**config.mk**
```make
export PLATFORM = sky130hd
export DESIGN_NAME = dcvp_ram
export DESIGN_NICKNAME = d
export VERILOG_FILES = /design/src/design/dcvp_ram.sv
export SDC_FILE = /design/constraint.sdc
export NUM_CORES = 2
export LEC_CHECK = 0
export BUFFER_PORTS_ARGS = -buffer_cell sky130_fd_sc_hd__buf_2
export CORE_MARGIN = 4
export CORE_UTILIZATION = 35
export CTS_BUF_LIST = sky130_fd_sc_hd__clkbuf_4
export CTS_CLUSTER_SIZE = 24
export DETAILED_ROUTE_END_ITERATION = 10
export PLACE_DENSITY_LB_ADDON = 0.12
export SYNTH_ARGS = -nofsm -noshare
export SYNTH_HDL_FRONTEND = slang
export SYNTH_SLANG_ARGS = --single-unit
export TNS_END_PERCENT = 10
```
**constraint.sdc**
```tcl
create_clock -name clk -period 2.6 [get_ports clk]
set_clock_uncertainty 0.2 [all_clocks]
set_input_delay 0.26 -clock clk [delete_from_list [all_inputs] [get_ports clk]]
set_output_delay 0.26 -clock clk [all_outputs]
set_load 0.05 [all_outputs]
```
**src/design/dcvp_ram.sv**
```systemverilog
module dcvp_ram #(
  parameter int WIDTH = 8,
  parameter int DEPTH = 256
) (
  input  logic                     clk,
  input  logic                     we,
  input  logic [$clog2(DEPTH)-1:0] waddr,
  input  logic [WIDTH-1:0]         wdata,
  input  logic [$clog2(DEPTH)-1:0] raddr,
  output logic [WIDTH-1:0]         rdata
);

  logic [WIDTH-1:0] mem [DEPTH];

  always_ff @(posedge clk) begin
    if (we) begin
      mem[waddr] <= wdata;
    end
    rdata <= mem[raddr];
  end

endmodule

```
==> impl_summary.log <==
INFO  metric cp-start-kind = input pin
INFO  metric post_synth_inst_count = 3733
INFO  metric path_class = in -> reg
INFO  metric drt.antenna.violating_nets = 0
INFO  metric outcome = complete, but fails checks
INFO  metric critPathTopFamily = buffers and inverters
INFO  metric post_route_fraction_of_the_period_consumed_by_the_critical_path = 103%
INFO  metric upper_clock_frequency_limit = 372 MHz
INFO  metric initial_cell_density_of_the_core = 35.3%
INFO  metric pin_count_of_the_biggest_net_entering_global_routing = 81
INFO  metric pre_cts_slack = -0.921 ns
INFO  metric routabilityCongestion = 0.805
INFO  metric post-route-min-period = 2.69 ns
INFO  metric drive_above_1_share = 41.0%
INFO  metric route.detailed.wl_per_inst = 27.9 um
INFO  metric worst_r2r_startpoint = mem[234][6]
INFO  metric input_output_buffers = 33
INFO  metric hold_viol = 0
INFO  metric route.detailed.drc = 0
INFO  metric synth_xor_area_share = 0%
INFO  metric tritoncts_num_sinks = 2056
INFO  metric dieArea = 0.235 sq mm
INFO  metric synth.distinct_cells = 55
INFO  metric synth_mux_area_share = 14.6%
INFO  metric cp_num_buf_inv = 6
INFO  metric clock_tree_from_tritoncts = done
INFO  metric worst_skew_pair.late_latency = 1.36 ns
INFO  metric maxCapViolCount = 0
INFO  metric max-vdd-ir-drop = 0.000479 V
INFO  metric cts_made_buffers = 569
INFO  metric drt_first_iter_violations = 3703
INFO  metric num_rows = 174
INFO  metric path_common_cell = dlygate4sd3_1
INFO  metric vias_in_the_first_global_route = 45133
INFO  metric rsz0062_at_grt = yes
INFO  metric clk_transition_reported_paths = 0.06 ns
INFO  metric antenna_found_initial = 16
INFO  metric max-slew-margin-rel = 49.6%
INFO  metric post-dp-hpwl = 152000 um
INFO  metric violations = negative setup slack
INFO  metric grt_pass1_wl = 331000 um
INFO  metric syn-cell-area = 0.0796 sq mm
INFO  metric max-clock-path-buffers = 4
INFO  metric final-seq-area = 0.0617 sq mm
INFO  metric cp-end-kind = register
INFO  metric tot_pwr = 69.6 mW
INFO  metric finalWorstSetupSlack = -0.0908 ns
INFO  metric gr-total-overflow = 0
INFO  metric yosys_warnings = 0
INFO  metric worst-endpoint-arrival = 3.51 ns
INFO  metric p_leak = 32.4 nW
INFO  metric critPathMaxStageDelay = 0.63 ns
INFO  metric avgSynthCellArea = 21.3 sq um
INFO  metric hold_path_startpoint = waddr[3]
INFO  metric critPathSlowestCell = dlygate4sd3_1
INFO  metric routed-via-count = 43257
INFO  metric layout.filler_cells = 20154
INFO  metric cellPowerDensity = 715 mW/mm^2
INFO  metric vertical_die_dimension = 485 um
INFO  metric max_slew.worst_pin.slew = 0.754 ns
INFO  metric worst_endpoint_required_time = 3.41 ns
INFO  metric post_synth_and_or_nand_nor_area_fraction = 2.63%
INFO  metric slew_violations = 0
INFO  metric synthesis.nets = 3759
INFO  metric hold-path-cell-count = 5
INFO  metric worst_hold_path.endpoint = mem[172][5]
INFO  metric grt_use_total = 19.6%
INFO  metric min_path_type = in -> reg
INFO  metric synth.yosys.seq_area_share = 77.5%
INFO  metric area_delta_synth_final = 22.3%
INFO  metric h-tree-depth = 6
INFO  metric root_buffer = clkbuf_4
INFO  metric layout_net_count = 4973
INFO  metric design.portCount = 34
INFO  metric arithmetic_cell_share_of_the_synthesized_area_counting_full_adders_half_adders_and_majority_gates = 0%
INFO  metric complex_gate_fraction_of_the_synthesized_area = 3.42%
INFO  metric critical_path.max_fanout = 7
INFO  metric multi_input_area = 0.0166 sq mm
INFO  metric die_x = 485 um
INFO  metric worstReg2RegEnd = rdata[6]
INFO  metric path_cells = dlygate4sd3_1 > buf_2 > dlygate4sd3_1 > nor2b_2 > nand2_1 > dlygate4sd3_1 > nor2_1 > dlygate4sd3_1 > buf_4
INFO  metric placeableCoreArea = 0.226 sq mm
INFO  metric synth-seq-cells = 2056
INFO  metric drtPass1Iterations = 5
INFO  metric worstRegToRegCells = 6
INFO  metric viasPerCell = 5.19
INFO  metric drt-total-wl = 233000 um
INFO  metric setup_violations = 13
INFO  metric ff2ff_setup_slack = 0.04 ns
INFO  metric synth_top_family_by_area = multiplexers
-- tightest hold or removal path, stage by stage --
cell and delay, ns:
dlygate4sd3_1 0.53, buf_2 0.21, nand3_1 0.24, nor2_1 0.06, buf_4 0.18
-- sequential cells by signal (all words and copies together) (netlist names) --
| register | count |
|---|---|
| mem | 2048 |
| rdata | 8 |
-- power breakdown --
part           total (mW)  switching (mW)  internal, mW
combinational        4.35            2.57          1.79
clock                28.6            13.2          15.5
sequential           36.6          0.0584          36.5
-- cells in the final DEF (no fill, tap or decap), types with 10 or more instances in the layout --
| cell | n |
|---|---|
| clkinv_1 | 94 |
| o221ai_1 | 46 |
| nor3_1 | 20 |
| buf_8 | 10 |
| nand4_1 | 10 |
| a21oi_1 | 96 |
| buf_4 | 682 |
| diode_2 | 12 |
| nor2_1 | 279 |
| buf_12 | 106 |
| o22ai_1 | 28 |
| nor4_1 | 15 |
| edfxtp_1 | 2048 |
| nor2b_1 | 27 |
| inv_2 | 16 |
| a221oi_1 | 12 |
| a211oi_1 | 14 |
| buf_2 | 13 |
| nor4_2 | 10 |
| mux4_2 | 454 |
| bufinv_16 | 11 |
| dlygate4sd3_1 | 50 |
| clkbuf_4 | 818 |
| o21ai_0 | 10 |
| mux2i_1 | 134 |
| o211ai_1 | 10 |
| clkinv_2 | 12 |
| a22oi_1 | 133 |
| nand3_1 | 28 |
| nand2_1 | 33 |
-- cells in the mapped netlist, drive strengths merged --
cell	count	share of area [%]
a21boi	1	0.0094
a211oi	16	0.15
mux4	456	13
a31oi	2	0.016
and3	1	0.0079
clkinv	1	0.0047
a221oi	14	0.16
a21oi	96	0.60
nand3b	2	0.019
nand4	10	0.079
nand3	34	0.21
mux2	1	0.014
a311oi	2	0.022
and2	6	0.047
o211ai	10	0.094
nor4b	1	0.011
o311ai	1	0.011
or3b	1	0.011
o221ai	47	0.53
or2	4	0.031
nand2	33	0.16
clkbuf	111	0.52
a2111oi	5	0.066
edfxtp	2048	77
o21ai	12	0.075
nor4	27	0.24
and3b	2	0.022
nor2b	31	0.24
nand2b	8	0.063
nor3b	1	0.0094
o32ai	5	0.064
o22a	5	0.055
o22ai	28	0.22
nor3	22	0.14
or2b	1	0.0094
dfxtp	8	0.20
a22o	8	0.088
buf	122	1.3
nor2	282	1.3
mux2i	134	1.7
inv	1	0.0047
a22oi	133	1.3
-- cells by family (layout without fill, tap and decap cells) --
family,Yosys count,count (layout)
DFF,2056,2056
muxes,591,591
and+or+nand+nor,466,466
AOI/OAI and AO/OA,385,385
buffers and inverters,235,1831
other,0,12
-- stage by stage --
stage | TNS [ns] | utilization, % | hold slack [ns] | area, sq um | std cells
final | -0.595 | 43.1 | 0.156 | 97300 | 8333
after global routing | -0.316 | 43.1 | 0.0573 | 97300 | 8329
after detailed placement | -5.37 | 39.6 | 0.524 | 89400 | 7308
after floorplan | 0 | - | 0.159 | 79600 | 3733
after CTS | -0.0554 | 43.1 | 0.00112 | 97200 | 8321
after global placement | -5.29 | 39.6 | 0.524 | 89400 | 7308
-- worst max-delay path by stage --
stage	end	depth (start not counted)	from
after floorplan	rdata[2]	9	raddr[0]
final	mem[104][4]	9	waddr[5]
after global placement	rdata[6]	10	raddr[0]
after detailed placement	rdata[0]	9	raddr[0]
after global routing	rdata[3]	7	mem[25][3]
after CTS	rdata[6]	1	rdata[6]
-- per-layer routing --
metal  global-route usage [%]  vias up  routed length, um
met1                     27.5    22954             102000
met3                     3.75      384              12800
met4                     6.00        4               5860
li1                         -    18525                  -
met2                     31.2     1390             111000
met5                        0        -                 21
-- cell type report --
type	count	share of cell area [%]
diodes	12	0.0309
inverters	2	0.00772
multi-input cells	1442	17.1
clock inverters	135	0.847
clock buffers	818	6.31
flip-flops and latches	2056	63.4
repair buffers	876	8.49
well taps	2992	3.85
-- timing repair --
item                                    4_1_cts  5_1_grt
gates resized for setup                      25       11
endpoints found under the setup margin       13       15
hold endpoints to repair                   4104        0
setup buffers                                 0        0
hold buffers                                 60        0
No activity file was read; power rests on OpenSTA's default activity.
