$ cat src/design/dcvp_pkg.sv
package dcvp_pkg;

  localparam int CELL_W  = 6;
  localparam int MASK_W  = 12;
  localparam int SAMP_W  = 16;
  localparam int ISO_W   = 17;
  localparam int POS_W   = 23;
  localparam int TOTAL_W = 19;
  localparam int NUM_EDGES = 12;
  localparam logic [ISO_W-1:0] ISO_RESET = 17'd65535;

  typedef struct packed {
    logic [CELL_W-1:0] cell_x;
    logic [CELL_W-1:0] cell_y;
    logic [CELL_W-1:0] cell_z;
    logic [MASK_W-1:0] edge_mask;
    logic [SAMP_W-1:0] corner_000;
    logic [SAMP_W-1:0] corner_100;
    logic [SAMP_W-1:0] corner_010;
    logic [SAMP_W-1:0] corner_110;
    logic [SAMP_W-1:0] corner_001;
    logic [SAMP_W-1:0] corner_101;
    logic [SAMP_W-1:0] corner_011;
    logic [SAMP_W-1:0] corner_111;
  } in_req_t;

  typedef struct packed {
    logic [POS_W-1:0]   pos_x;
    logic [POS_W-1:0]   pos_y;
    logic [POS_W-1:0]   pos_z;
    logic               from_cache;
    logic               no_edges;
    logic [TOTAL_W-1:0] stored_total;
  } out_res_t;

  // per edge: start corner, end corner, varying axis
  typedef struct packed {
    logic [2:0] a;
    logic [2:0] b;
    logic [1:0] ax;
  } edge_info_t;

  localparam logic [1:0] AX_X = 2'd0;
  localparam logic [1:0] AX_Y = 2'd1;
  localparam logic [1:0] AX_Z = 2'd2;

  function automatic edge_info_t edge_info(input logic [3:0] e);
    edge_info_t r;
    case (e)
      4'd0:    r = '{3'd0, 3'd1, AX_X};
      4'd1:    r = '{3'd1, 3'd5, AX_Z};
      4'd2:    r = '{3'd4, 3'd5, AX_X};
      4'd3:    r = '{3'd0, 3'd4, AX_Z};
      4'd4:    r = '{3'd2, 3'd3, AX_X};
      4'd5:    r = '{3'd3, 3'd7, AX_Z};
      4'd6:    r = '{3'd6, 3'd7, AX_X};
      4'd7:    r = '{3'd2, 3'd6, AX_Z};
      4'd8:    r = '{3'd0, 3'd2, AX_Y};
      4'd9:    r = '{3'd1, 3'd3, AX_Y};
      4'd10:   r = '{3'd5, 3'd7, AX_Y};
      4'd11:   r = '{3'd4, 3'd6, AX_Y};
      default: r = '{3'd0, 3'd0, AX_X};
    endcase
    return r;
  endfunction

  typedef struct packed {
    logic start;
    logic done;
  } div_ctl_t;

endpackage

$ cat src/design/dcvp_div.sv
// restoring divider, one quotient bit per cycle
module dcvp_div #(
  parameter int NW = 24,
  parameter int DW = 18
) (
  input  logic                   clk,
  input  logic                   rst_n,
  input  dcvp_pkg::div_ctl_t     ctl_in,
  input  logic [NW-1:0]          num,
  input  logic [DW-1:0]          den,
  output dcvp_pkg::div_ctl_t     ctl_out,
  output logic [NW-1:0]          quo
);

  localparam int CW = $clog2(NW + 1);

  logic [NW-1:0] q_r, q_nxt;
  logic [DW:0]   rem_r, rem_nxt;
  logic [DW-1:0] den_r;
  logic [CW-1:0] cnt_r, cnt_nxt;
  logic          run_r, run_nxt, done_r, done_nxt;
  logic [DW:0]   trial;

  always_comb begin
    q_nxt = q_r;
    rem_nxt = rem_r;
    cnt_nxt = cnt_r;
    run_nxt = run_r;
    done_nxt = 1'b0;
    trial = {rem_r[DW-1:0], q_r[NW-1]};
    if (ctl_in.start) begin
      q_nxt = num;
      rem_nxt = '0;
      cnt_nxt = CW'(NW);
      run_nxt = 1'b1;
    end else if (run_r) begin
      if (trial >= {1'b0, den_r}) begin
        rem_nxt = trial - {1'b0, den_r};
        q_nxt = {q_r[NW-2:0], 1'b1};
      end else begin
        rem_nxt = trial;
        q_nxt = {q_r[NW-2:0], 1'b0};
      end
      cnt_nxt = cnt_r - 1'b1;
      if (cnt_r == CW'(1)) begin
        run_nxt = 1'b0;
        done_nxt = 1'b1;
      end
    end
  end

  always_ff @(posedge clk) begin
    if (!rst_n) begin
      run_r <= 1'b0;
      done_r <= 1'b0;
      cnt_r <= '0;
    end else begin
      run_r <= run_nxt;
      done_r <= done_nxt;
      cnt_r <= cnt_nxt;
    end
    q_r <= q_nxt;
    rem_r <= rem_nxt;
    if (ctl_in.start) begin
      den_r <= den;
    end
  end

  assign quo = q_r;
  assign ctl_out = '{start: 1'b0, done: done_r};

endmodule

$ cat config.mk
export PLATFORM = sky130hd
export DESIGN_NAME = dcvp_div
export DESIGN_NICKNAME = d
export VERILOG_FILES = /design/src/design/dcvp_pkg.sv /design/src/design/dcvp_div.sv
export SDC_FILE = /design/constraint.sdc
export NUM_CORES = 1
export LEC_CHECK = 0
export ABC_AREA = 0
export BUFFER_PORTS_ARGS = -buffer_cell sky130_fd_sc_hd__buf_2
export CAP_MARGIN = 20
export CORE_MARGIN = 2
export CORE_UTILIZATION = 50
export CTS_BUF_LIST = sky130_fd_sc_hd__clkbuf_2
export DETAILED_ROUTE_END_ITERATION = 6
export GPL_TIMING_DRIVEN = 0
export PLACE_DENSITY = 0.74
export SETUP_SLACK_MARGIN = 0.02
export SLEW_MARGIN = 15
export SYNTH_ARGS = -nofsm -noshare
export SYNTH_HDL_FRONTEND = slang
export SYNTH_SLANG_ARGS = --single-unit
$ cat constraint.sdc
create_clock -name clk -period 2.85 [get_ports clk]
set_input_delay 0 -clock clk [delete_from_list [all_inputs] [get_ports clk]]
set_output_delay 0 -clock clk [all_outputs]
set_load 0.1 [all_outputs]
==> results.py <==
metrics = {
    "critical_path": {
        "critical_path_class": "flip-flop to flip-flop",
        "crit_chain": "inv_1, ha_1, inv_1, fa_1, a211o_1, a21o_1, o211ai_1, buf_4, a21oi_1, o31ai_1, or4_1, nand3_1",
        "crit_arrival_ns": 3.16,
        "endpoint_kind": "flip-flop",
        "cp_top_family": "compound AO/OA/AOI/OAI gates",
        "critPathMostFrequentCell": "inv_1",
        "worst_path_largest_cell_delay_ns": 0.49,
        "cp.required_ns": 3.30,
        "cp-start-kind": "flip-flop",
        "crit_buf_inv": 3,
        "cpMaxStageDelayCell": "edfxtp_1",
        "crit_fanout": 3,
    },
    "final_layout": {
        "layout.nets": 518,
        "layout-drive-gt1-share": 0.265,
        "fill_cells": 534,
        "area_growth_pct": 29.0,
        "antenna_cells": 0,
        "stdcell_count": 552,
    },
    "synthesis": {
        "yosys_register_bits": 67,
        "syn_area_um2": 3600,
        "synthArstFlopShare": 0,
        "synth.top_cell.area_share": 0.350,
        "syn-instance-count": 326,
        "avgSynthCellArea_um2": 11.0,
        "ys.flop_type": "edfxtp_1",
        "yosysSeqAreaShare": 0.490,
        "yosys.area.top_type": "edfxtp_1",
        "yosys-top-cells-count": "edfxtp_1 (42), inv_1 (27), nor2_1 (27)",
        "yosysUniqueCellTypes": 54,
        "synth_edf_count": 42,
        "ys_warn_count": 0,
        "netlist_top_cells_area": "edfxtp_1 (35%), dfxtp_1 (14%), mux2_2 (7.2%), ha_1 (7.0%), mux2i_1 (3.3%)",
        "synth_nets": 393,
        "yosysMostFrequentCell": "edfxtp_1",
    },
    "clocking": {
        "clock_latency_ns": 0.53,
        "clkTransAtPathRegs_ns": 0.21,
        "cts_max_path_buffers": 2,
        "tritoncts": "built",
        "htree_levels": 3,
        "cts_num_sinks": 67,
        "cts_made_buffers": 9,
        "clockRootBuffer": "clkbuf_2",
    },
    "sta": {
        "worstMarginPinSlew_ns": 0.908,
        "fmax_mhz": 370,
        "fin_crit_sh": 0.948,
        "finalSetupViolations": 0,
        "rsz0062_at_grt": "no",
        "hold-worst-slack_ns": 0.160,
        "min_period_ns": 2.70,
        "slew_violations": 0,
        "relSlewSlack": 0.394,
        "hold_viol": 0,
        "fin_ws_ns": 0.147,
        "finalClockSkew_ns": 0.0243,
        "setup_tns_ns": 0,
    },
    "global_route": {
        "grt_pass1_wl_mm": 13.4,
        "grt_overflow": 0,
        "grt_pass1_vias": 2910,
        "grt_max_degree": 25,
        "antenna_found_initial": 0,
        "grt_use_total": 0.224,
    },
    "die": {
        "die-width_um": 88.8,
        "die-area_um2": 7890,
        "start_util": 0.524,
        "die_h_um": 88.8,
        "num_rows": 30,
        "core_um2": 6870,
        "io_pins": 72,
    },
    "routing": {
        "drc": 0,
        "antenna_left": 0,
        "first_pass_iters": 4,
        "vias": 2923,
        "drt_iter0_drc": 179,
        "routed_wl_mm": 8.58,
        "via_per_inst": 5.30,
        "post_drt_wl_per_cell_um": 15.5,
    },
    "power_and_ir_drop": {
        "powerDensity_nw_per_um2": 547,
        "cellLeakagePower_nw": 2.12,
        "vdd_drop_max_mv": 0.385,
    },
    "run": {
        "drv_cap": 0,
    },
    "place": {
        "place.detailed.hpwl_mm": 5.80,
        "io_buffers": 69,
        "dp_slack_ns": 0.179,
        "globalplace.congestion": 0.867,
        "dp.cells": 491,
    },
    "min_path": {
        "hp-class": "primary input to flip-flop",
    },
    "status": {
        "outcome": "completed",
    },
}
==> cell families after synthesis <==
family	share of synthesized area
AOI/OAI and AO/OA	0.131
adders and majority gates	0.0751
and+or+nand+nor	0.101
DFF	0.490
other	0.00104
buffers and inverters	0.0525
muxes	0.105
xor gates and xnor gates	0.0438
==> timing repair <==
action	CTS	global route
hold buffers	44	0
hold endpoints to repair	67	0
setup buffers	0	1
resized for setup	0	2
endpoints found under the setup margin	0	4
==> metrics by stage <==
step           area, um^2   util  power [mW]
6_report             4640  0.676        2.54
5_1_grt              4640  0.676        2.64
4_1_cts              4620  0.672        2.54
3_5_place_dp         4060  0.592        1.92
3_3_place_gp         4060  0.592        1.90
2_1_floorplan        3600      -        1.76
==> where the power goes <==
part | internal, mW | leakage, nW | switching (mW) | total (mW)
Combinational | 0.259 | 1.42 | 0.533 | 0.793
Sequential | 1.12 | 0.623 | 0.0431 | 1.16
Clock | 0.207 | 0.0723 | 0.373 | 0.580
Total | 1.59 | 2.12 | 0.949 | 2.54
==> worst paths after layout <==
check / start / end / slack (ns) / depth (start not counted)
hold reg to reg: rem_r[16] / rem_r[16] / 0.50 / 2
setup reg to reg: quo[23] / rem_r[14] / 0.15 / 12
hold / removal: den[8] / den_r[8] / 0.16 / 2
setup / recovery: quo[23] / rem_r[14] / 0.15 / 12
==> metal layers <==
| metal | vias up | global-route usage | part of all wire |
|---|---|---|---|
| met3 | 14 | 0.0345 | 0.051 |
| met4 | 0 | 0.0868 | 0.018 |
| met5 | - | 0 | 0 |
| met2 | 70 | 0.385 | 0.51 |
| li1 | 1432 | - | - |
| met1 | 1407 | 0.285 | 0.42 |
==> registers in the layout (all words and copies together), names as in the netlist <==
signal	count
den_r	18
rem_r	18
cnt_r	5
done_r	1
quo	24
run_r	1
==> worst register-to-register path: stages, from the launching register on <==
cell and delay [ns]:
edfxtp_1 0.49, inv_1 0.09, ha_1 0.17, inv_1 0.06
fa_1 0.43, a211o_1 0.35, a21o_1 0.19, o211ai_1 0.18
buf_4 0.15, a21oi_1 0.07, o31ai_1 0.25, or4_1 0.15
nand3_1 0.07
==> cell type report <==
class / instances / area, um^2 / area share
clock buffers: 10 / 50.0 / 0.0108
repair buffers: 114 / 793 / 0.171
plain buffers: 14 / 87.6 / 0.0189
multi-input cells: 218 / 1660 / 0.358
inverters: 27 / 101 / 0.0218
clock inverters: 6 / 65.1 / 0.0140
well taps: 96 / 120 / 0.0259
flip-flops and latches: 67 / 1760 / 0.380
==> layout by cell type, fill, tap and decap left out, drive strengths merged, types with 5 or more instances in the layout <==
master        n
xnor2        10
mux2i        12
a211oi       12
nor2         27
o21ai         8
buf          76
a21o          9
o21a          5
mux2         23
nand3         5
dlygate4sd3  44
edfxtp       42
ha           20
dfxtp        25
nand2        17
clkbuf       18
nor3          5
a21oi        13
inv          28
xor2          8
Power figures use the tool's default switching activity.
